File: src/rtl/core/spq_pkg.sv
// ---------------------------------------------------------------------------
// spq_pkg
// types and stream packing constants of the stable priority queue
// ---------------------------------------------------------------------------
`timescale 1ns / 1ps

package spq_pkg;

    // operation carried in the input tuser
    typedef enum logic {
        OP_PUSH = 1'b0,
        OP_POP  = 1'b1
    } t_op;

    // input item fields
    localparam int unsigned S_TDATA_W   = 16;
    localparam int unsigned S_PRIO_LSB  = 0;
    localparam int unsigned S_DATA_LSB  = 8;

    // result item fields
    localparam int unsigned M_TDATA_W   = 24;
    localparam int unsigned M_TUSER_W   = 2;
    localparam int unsigned M_DATA_LSB  = 0;
    localparam int unsigned M_PRIO_LSB  = 8;
    localparam int unsigned M_COUNT_LSB = 16;
    localparam int unsigned M_PAD_LSB   = 21;
    localparam int unsigned M_PAD_W     = 3;
    localparam int unsigned U_POP_VALID = 0;
    localparam int unsigned U_DROPPED   = 1;

    localparam int unsigned BYTE_W      = 8;
    localparam int unsigned COUNT_W     = 5;

endpackage

File: src/rtl/core/stable_priority_queue_unit.sv
// ---------------------------------------------------------------------------
// stable priority queue unit
// bounded sorted queue of byte items, ties leave in arrival order
// ---------------------------------------------------------------------------
// Every item is either a push (tuser = 0) of a payload byte with a priority,
// or a pop (tuser = 1) of the head entry, which holds the lowest priority
// value; equal priorities leave in the order they arrived. Each item yields
// exactly one result item carrying the entry count after that item. A pop on
// an empty queue returns pop_valid = 0 with zero data and priority; a push to
// a full queue is dropped and flagged with push_dropped. The entries live in
// a row of CAPACITY cells, each comparing its own priority with the incoming
// one in parallel and loading from itself or a neighbour, so each item is
// handled by the single cell update and then the result register: one item
// per cycle while the result side takes results. The input side stays ready
// while the result register is empty or being taken.
`timescale 1ns / 1ps

module stable_priority_queue_unit
    import spq_pkg::*;
#(
    parameter int CAPACITY       = 16,
    parameter int PRIORITY_WIDTH = 8
) (
    input  logic                 i_clk,
    input  logic                 i_rst_n,
    // input item stream
    input  logic                 i_s_axis_tvalid,
    output logic                 o_s_axis_tready,
    input  logic [S_TDATA_W-1:0] i_s_axis_tdata,   // [7:0] item_priority, [15:8] data_byte
    input  logic                 i_s_axis_tuser,   // [0] op
    // result item stream
    output logic                 o_m_axis_tvalid,
    input  logic                 i_m_axis_tready,
    output logic [M_TDATA_W-1:0] o_m_axis_tdata,   // [7:0] pop_data, [15:8] pop_priority,
                                                   // [20:16] entry_count, [23:21] zero
    output logic [M_TUSER_W-1:0] o_m_axis_tuser    // [0] pop_valid, [1] push_dropped
);

    localparam int CNT_W  = $clog2(CAPACITY + 1);
    localparam int CNT_XW = (CNT_W > COUNT_W) ? CNT_W : COUNT_W;
    localparam int PRI_XW = (PRIORITY_WIDTH > BYTE_W) ? PRIORITY_WIDTH : BYTE_W;

    // queue cells, slot 0 is the head
    logic [PRIORITY_WIDTH-1:0] r_prio [CAPACITY];
    logic [BYTE_W-1:0]         r_data [CAPACITY];
    logic [CAPACITY-1:0]       r_valid;
    logic [CAPACITY-1:0]       n_valid;
    logic [CNT_W-1:0]          r_count;
    logic [CNT_W-1:0]          n_count;

    // result register
    logic                      r_out_valid;
    logic                      r_pop_valid;
    logic [BYTE_W-1:0]         r_pop_data;
    logic [BYTE_W-1:0]         r_pop_prio;
    logic                      r_dropped;
    logic [COUNT_W-1:0]        r_out_count;

    logic                      accept;
    t_op                       in_op;
    logic [PRIORITY_WIDTH-1:0] in_prio;
    logic [BYTE_W-1:0]         in_data;
    logic                      q_full;
    logic                      q_empty;
    logic                      do_push;
    logic                      do_pop;
    logic [CAPACITY-1:0]       later;      // cell sits behind the new item
    logic [PRI_XW-1:0]         head_prio_x;
    logic [CNT_XW-1:0]         count_x;

    // result register frees up in the same cycle it is taken
    assign o_s_axis_tready = !r_out_valid || i_m_axis_tready;
    assign accept          = i_s_axis_tvalid && o_s_axis_tready;

    assign in_op   = t_op'(i_s_axis_tuser);
    // only the low priority bits are kept (zero extended when wider)
    assign in_prio = PRIORITY_WIDTH'(i_s_axis_tdata[S_PRIO_LSB +: BYTE_W]);
    assign in_data = i_s_axis_tdata[S_DATA_LSB +: BYTE_W];

    // valid cells always form a prefix of the row
    assign q_full  = r_valid[CAPACITY-1];
    assign q_empty = !r_valid[0];
    assign do_push = accept && (in_op == OP_PUSH) && !q_full;
    assign do_pop  = accept && (in_op == OP_POP) && !q_empty;

    // a cell lies behind the new item when empty or strictly greater,
    // so equal priorities stay ahead and the order is stable
    always_comb begin
        for (int i = 0; i < CAPACITY; i++) begin
            later[i] = !r_valid[i] || (r_prio[i] > in_prio);
        end
    end

    // per-cell update: insert, shift back, shift forward or hold
    for (genvar g = 0; g < CAPACITY; g++) begin : g_cell
        logic [PRIORITY_WIDTH-1:0] prev_prio;
        logic [BYTE_W-1:0]         prev_data;
        logic                      prev_later;
        logic [PRIORITY_WIDTH-1:0] next_prio;
        logic [BYTE_W-1:0]         next_data;

        if (g == 0) begin : g_first
            assign prev_prio  = in_prio;
            assign prev_data  = in_data;
            assign prev_later = 1'b0;
        end else begin : g_mid
            assign prev_prio  = r_prio[g-1];
            assign prev_data  = r_data[g-1];
            assign prev_later = later[g-1];
        end

        if (g == CAPACITY - 1) begin : g_last
            // tail cell becomes invalid on a pop, its contents do not matter
            assign next_prio = r_prio[g];
            assign next_data = r_data[g];
        end else begin : g_body
            assign next_prio = r_prio[g+1];
            assign next_data = r_data[g+1];
        end

        always_ff @(posedge i_clk) begin
            if (do_push && later[g]) begin
                if (prev_later) begin
                    r_prio[g] <= prev_prio;
                    r_data[g] <= prev_data;
                end else begin
                    // first cell behind the new item takes it
                    r_prio[g] <= in_prio;
                    r_data[g] <= in_data;
                end
            end else if (do_pop) begin
                r_prio[g] <= next_prio;
                r_data[g] <= next_data;
            end
        end
    end

    always_comb begin
        n_valid = r_valid;
        n_count = r_count;
        if (do_push) begin
            n_valid = {r_valid[CAPACITY-2:0], 1'b1};
            n_count = r_count + CNT_W'(1);
        end else if (do_pop) begin
            n_valid = {1'b0, r_valid[CAPACITY-1:1]};
            n_count = r_count - CNT_W'(1);
        end
    end

    always_ff @(posedge i_clk) begin
        if (!i_rst_n) begin
            r_valid <= '0;
            r_count <= '0;
        end else begin
            r_valid <= n_valid;
            r_count <= n_count;
        end
    end

    // head priority reported as its low byte
    assign head_prio_x = PRI_XW'(r_prio[0]);
    // count reported masked to the field width
    assign count_x     = CNT_XW'(n_count);

    always_ff @(posedge i_clk) begin
        if (!i_rst_n) begin
            r_out_valid <= 1'b0;
        end else if (accept) begin
            r_out_valid <= 1'b1;
        end else if (i_m_axis_tready) begin
            r_out_valid <= 1'b0;
        end
    end

    always_ff @(posedge i_clk) begin
        if (accept) begin
            r_pop_valid <= do_pop;
            r_pop_data  <= do_pop ? r_data[0] : '0;
            r_pop_prio  <= do_pop ? head_prio_x[BYTE_W-1:0] : '0;
            r_dropped   <= (in_op == OP_PUSH) && q_full;
            r_out_count <= count_x[COUNT_W-1:0];
        end
    end

    assign o_m_axis_tvalid = r_out_valid;
    assign o_m_axis_tdata  = {{M_PAD_W{1'b0}}, r_out_count, r_pop_prio, r_pop_data};
    assign o_m_axis_tuser  = {r_dropped, r_pop_valid};

endmodule

File: config.mk
export PLATFORM = sky130hd
export DESIGN_NAME = stable_priority_queue_unit
export DESIGN_NICKNAME = d
export VERILOG_FILES = /design/src/rtl/core/spq_pkg.sv /design/src/rtl/core/stable_priority_queue_unit.sv
export SDC_FILE = /design/constraint.sdc
export NUM_CORES = 1
export LEC_CHECK = 0
export ABC_AREA = 1
export BUFFER_PORTS_ARGS = -buffer_cell sky130_fd_sc_hd__buf_2
export CORE_MARGIN = 3
export CORE_UTILIZATION = 39
export DETAILED_ROUTE_END_ITERATION = 10
export PLACE_DENSITY = 0.51
export SYNTH_ARGS = -nofsm -noshare
export SYNTH_HDL_FRONTEND = slang
export SYNTH_SLANG_ARGS = --single-unit
File: constraint.sdc
create_clock -name i_clk -period 10.9 [get_ports i_clk]
set_input_delay 1.09 -clock i_clk [delete_from_list [all_inputs] [get_ports i_clk]]
set_output_delay 1.09 -clock i_clk [all_outputs]
set_load 0.1 [all_outputs]
Word level (Yosys, flattened, before mapping)
Memory sizes are Yosys's and may differ from the RTL's.
Cells that the tools add are included.
{"block": "op_classes", "muxes": 193, "magnitude_cmp": 16, "bitwise_logic": 63, "addsub": 2, "reduce_logical": 58}
{"cell": "8-bit 2-to-1 mux", "n": 62}
{"cell": "8-bit greater-than comparator", "n": 16}
{"cell": "1-bit 2-to-1 mux", "n": 127}
{"cell": "1-bit OR", "n": 62}
{"cell": "16-bit 2-to-1 mux", "n": 2}
{"cell": "1-bit logical AND", "n": 22}
{"cell": "1-bit zero test", "n": 17}
{"cell": "1-bit logical OR", "n": 17}
{"cell": "5-bit 2-to-1 mux", "n": 2}
{"cell": "5-bit by 1-bit adder with 5-bit output, second input constant", "n": 1}
{"cell": "5-bit by 1-bit subtractor with 5-bit output, second input constant", "n": 1}
{"cell": "2-bit nonzero test", "n": 2}
{"cell": "1-bit NOT", "n": 1}
{"block": "word_totals", "mem_count": 2, "inputBits": 21, "output_inout_bits": 28, "mem_bits_rw": 256, "ff_bits": 45, "word_cells": 342}
{"name": "r_data", "words": 16, "word_bits": 8, "read_ports": 16, "rd_clocked_by_memory_dff": 0, "write_ports": 16, "line_no": "stable_priority_queue_unit.sv:45", "source": "logic [BYTE_W-1:0] r_data [CAPACITY];"}
{"name": "r_prio", "words": 16, "word_bits": 8, "read_ports": 16, "rd_clocked_by_memory_dff": 0, "write_ports": 16, "line_no": "stable_priority_queue_unit.sv:44", "source": "logic [PRIORITY_WIDTH-1:0] r_prio [CAPACITY];"}

Longest topological paths before layout
{"block": "logic_depth", "ltp_word": 10, "depth_mapped": 17, "ltp_nobuf": 16}

Least setup slack after synthesis
OpenSTA, ideal clock, no wires.
{"block": "synth_path", "path_kind": "input to register", "start": "in i_s_axis_tdata[7]", "end": "mem r_data[0][0], enable pin", "cell_stages": 9, "required_ns": 10.489, "setup_time_ns": 0.411, "t_arrival_ns": 3.925, "slack_ns": 6.564, "path_buffers": 2, "path_cell_list": "inv_1 > clkbuf_1 > ha_1 > nand2_1 > nor2_1 > nand4_1 > a21oi_4 > clkbuf_1 > o21ai_0"}
{"element": "start: declaration", "line_no": "stable_priority_queue_unit.sv:29", "source": "input logic [S_TDATA_W-1:0] i_s_axis_tdata,"}
{"element": "end: declaration", "line_no": "stable_priority_queue_unit.sv:45"}

==> run summary <==
The run finished with clean final reports. The clock net sink count is 301. For the worst setup path, the data required time is 11.32 ns.

The ratio of total power to cell area came out at 151 mW/mm². The instance area at placement is 0.0201 mm². Setup repair after global routing left no endpoint under its margin.

The finished cells cover 0.0214 mm². The number of placed instances, taps included, is 3,049. The peak supply drop came out at 0.128 mV. The total of hold buffers inserted after clock tree synthesis is 0.

Final hold analysis gives a worst-case slack of 0.492 ns. The global-route wire length before repair is 102,000 µm. The share of synthesized registers carrying an async set or reset came out at 0%. The setup fix buffers added after clock tree synthesis came out at 0. The mean area per synthesized cell came out at 7.96 µm². The slowest cell on the critical path is inv_6.

Dividing the detail-routed via count by the number of cells gives 5.57. The CTS tree is yes. The total area inside the core boundary comes to 0.0494 mm².

The number of library cell types mapped by synthesis came out at 34. Walking the worst path, the cells encountered are buf_2 > inv_1 > a21oi_4 > buf_4 > nand3_4 > inv_6 > buf_4 > nand2_1 > nand2_1. The number of placement rows is 81. The number of flip-flops and latches in the synthesized netlist came out at 301.

In the synthesized netlist the dominant register cell turns out to be edfxtp_1. The tool flagged a number of max-cap violations equal to 0. The number of nets in the layout came out at 2,568. The worst setup path is captured at a flop. The initial antenna violation count is 1. The vias after detailed routing is 17,400. The critical setup path kind is input port to flop. The largest single stage delay on the critical path is 0.91 ns. The data arrival time of the worst path is 4.60 ns. After layout, the worst path uses 38.3% of the clock period. The wire length after detailed routing came out at 67,300 µm. The count of boundary I/O pins came out at 49.

CTS placed an instance of clkbuf_16 at the clock tree root. The worst setup timing slack at the placement stage came out at 6.12 ns. Measured against its own limit, the worst slew margin works out to 20.3%. The first-pass iteration count of the detailed router came out at 5. The clock slew at the register clock pins of the worst setup and hold paths came out at 0.06 ns. The number of standard cells in the final layout excluding fillers came out at 3,118. The height of the die is 230 µm. The number of global-route vias before repair is 17,000. Of all nets on the critical path, the largest fanout is 97. For this run the aggregate overflow at the end of global routing stands at 0.

The minimum clock period after layout is 4.17 ns. The count of unresolved DRC violations after routing came out at 0. Entering global routing, the biggest net connects 114 pins. The element type at the critical path start is an input port. The global placement routability congestion is 0.816. The final number of setup-violating endpoints is 0.

The number of endpoints with negative hold slack in the final report is 0. The ratio of cells with drive above 1 in the final layout is 6.85%. The layout overhead on the synthesized area is 9.16%. Cells fill 43.4% of the core in the end.

After layout, the design draws a total of 3.23 mW. The clock passes through at most 3 buffers. The overall die width came out at 230 µm. The Yosys step of the flow raised 0 warnings. In the final timing run, aggregate negative setup slack is 0 ns. The effective utilization at floorplan came out at 39.8%. The die footprint came out at 0.0530 mm². The clock buffer count from CTS came out at 38.

The insertion delay to the later sink of the worst-skew pair is 0.56 ns. After technology mapping, the gate count stands at 2,464. The leakage power came out at 9.95 nW. The final-report max-slew violation count is 0. The number of resized instances in the post-cts repair step is 0. The global routing usage summed across all routing layers came out at 24.8%.

The number of synthesized flops with an enable pin came out at 279. The cell area after technology mapping is 0.0196 mm². The residual antenna-violating net count after detailed routing is 0. Input and output buffers added on the ports amount to 45. The transition time at the pin with the least slew margin is 1.19 ns.

The average wire length per cell after detail routing came out at 21.6 µm. The number of H-tree branching levels is 2. For this run, the top clock speed supported by timing is 240 MHz. The worst-case setup margin in the final layout came out at 6.73 ns. The number of DRC markers after the initial detailed-route iteration came out at 1,643.

The worst hold path class is flop to flop. The count of antenna diodes in the layout is 0. The sum of net half-perimeters after detailed placement came out at 44,800 µm. The clock arrives with 0.0130 ns of skew. The sequential share of the synthesized area came out at 44.9%.
==> cell usage after synthesis, types with 2 or more instances <==
library cell / instances / area, µm²
inv_2: 3 / 11.3
nand3_4: 2 / 35.0
o211ai_1: 11 / 82.6
buf_1: 9 / 33.8
buf_4: 17 / 128
inv_1: 308 / 1160
a31oi_1: 2 / 12.5
nand2_1: 856 / 3210
buf_2: 78 / 390
edfxtp_1: 279 / 8380
a21oi_2: 3 / 26.3
nor2_1: 71 / 267
o21ai_0: 50 / 250
nand4_1: 224 / 1400
xor2_1: 3 / 26.3
clkbuf_1: 44 / 165
nand3_2: 12 / 120
dfxtp_1: 22 / 440
buf_6: 6 / 67.6
nand3_1: 239 / 1200
nand2_2: 3 / 18.8
a21o_1: 15 / 113
a22oi_1: 2 / 15.0
a21oi_1: 64 / 320
a21oi_4: 11 / 179
ha_1: 122 / 1530
==> final timing paths <==
kind,from,to,slack [ns],cells after the start
worst max-delay path,i_s_axis_tvalid,r_data[0][59]$_DFFE_PP_,6.73,9
worst min register to register,r_valid[15]$_SDFFE_PN0P_,r_valid[15]$_SDFFE_PN0P_,0.49,2
worst min-delay path,r_valid[15]$_SDFFE_PN0P_,r_valid[15]$_SDFFE_PN0P_,0.49,2
worst max register to register,o_m_axis_tvalid$_SDFFE_PN0P_,r_data[0][59]$_DFFE_PP_,7.01,7
==> sequential cells by signal, indices dropped and copies added (netlist names) <==
name	count
r_data	128
r_prio	128
r_valid	16
r_pop_data	8
r_pop_prio	8
r_count	5
r_out_count	5
o_m_axis_tvalid	1
r_dropped	1
r_pop_valid	1
==> cell type report <==
| class | count | area [µm²] |
|---|---|---|
| timing repair buffer | 73 | 435 |
| clock inverter | 27 | 288 |
| multi-input combinational | 1699 | 8880 |
| sequential | 301 | 8820 |
| fill | 4987 | 27900 |
| inverter | 312 | 1180 |
| clock buffer | 42 | 987 |
| tap | 664 | 831 |
==> cell families (layout without fill, tap and decap cells) <==
group           Yosys count  after routing  synth area share (%)
xor+xnor                  3              3                 0.134
flops                   301            301                  44.9
buf+inv                 466            454                  9.97
compound gates          159            159                  5.13
fa+ha+maj               122            122                  7.78
other cells               1              3                0.0191
simple gates           1412           1412                  32.0
==> routing by layer <==
metal / GRT usage (%) / up-vias / wire (µm)
li1: - / 8203 / -
met1: 31.8 / 8429 / 28500
met2: 42.7 / 604 / 32900
met3: 2.82 / 142 / 3340
met4: 9.55 / 0 / 2500
met5: 0 / - / 0
==> power breakdown <==
group | total [mW] | internal, mW | switching [mW] | leakage (nW)
registers | 1.42 | 1.36 | 0.0561 | 2.81
logic | 0.485 | 0.125 | 0.360 | 6.53
clock network | 1.33 | 0.795 | 0.536 | 0.609
==> placed cells by master (no fill, tap or decap), types with 2 or more instances in the layout <==
cell type,instances
o21ai_1,12
nand3_2,12
nand2_1,856
conb_1,3
a21oi_4,11
inv_6,3
clkinvlp_4,4
nand3_4,3
o21ai_0,36
bufinv_16,6
nand4_1,224
a21oi_1,64
nand3_1,238
ha_1,122
inv_1,308
o21ai_2,2
buf_2,45
a31oi_1,2
clkbuf_1,3
a21o_1,15
nand2_2,3
clkinv_1,13
buf_4,28
a21oi_2,3
o211ai_1,11
nor2_2,2
xor2_1,3
clkbuf_16,39
a22oi_1,2
dfxtp_1,22
edfxtp_1,279
nor2_1,70
clkinv_2,3
==> worst max-delay path: cells and delay by family <==
kind / cells / cell delay, ns
compound gates: 1 / 0.10
buf+inv: 5 / 2.18
simple gates: 3 / 1.11
Note: power is estimated with default switching activity, not from simulation.
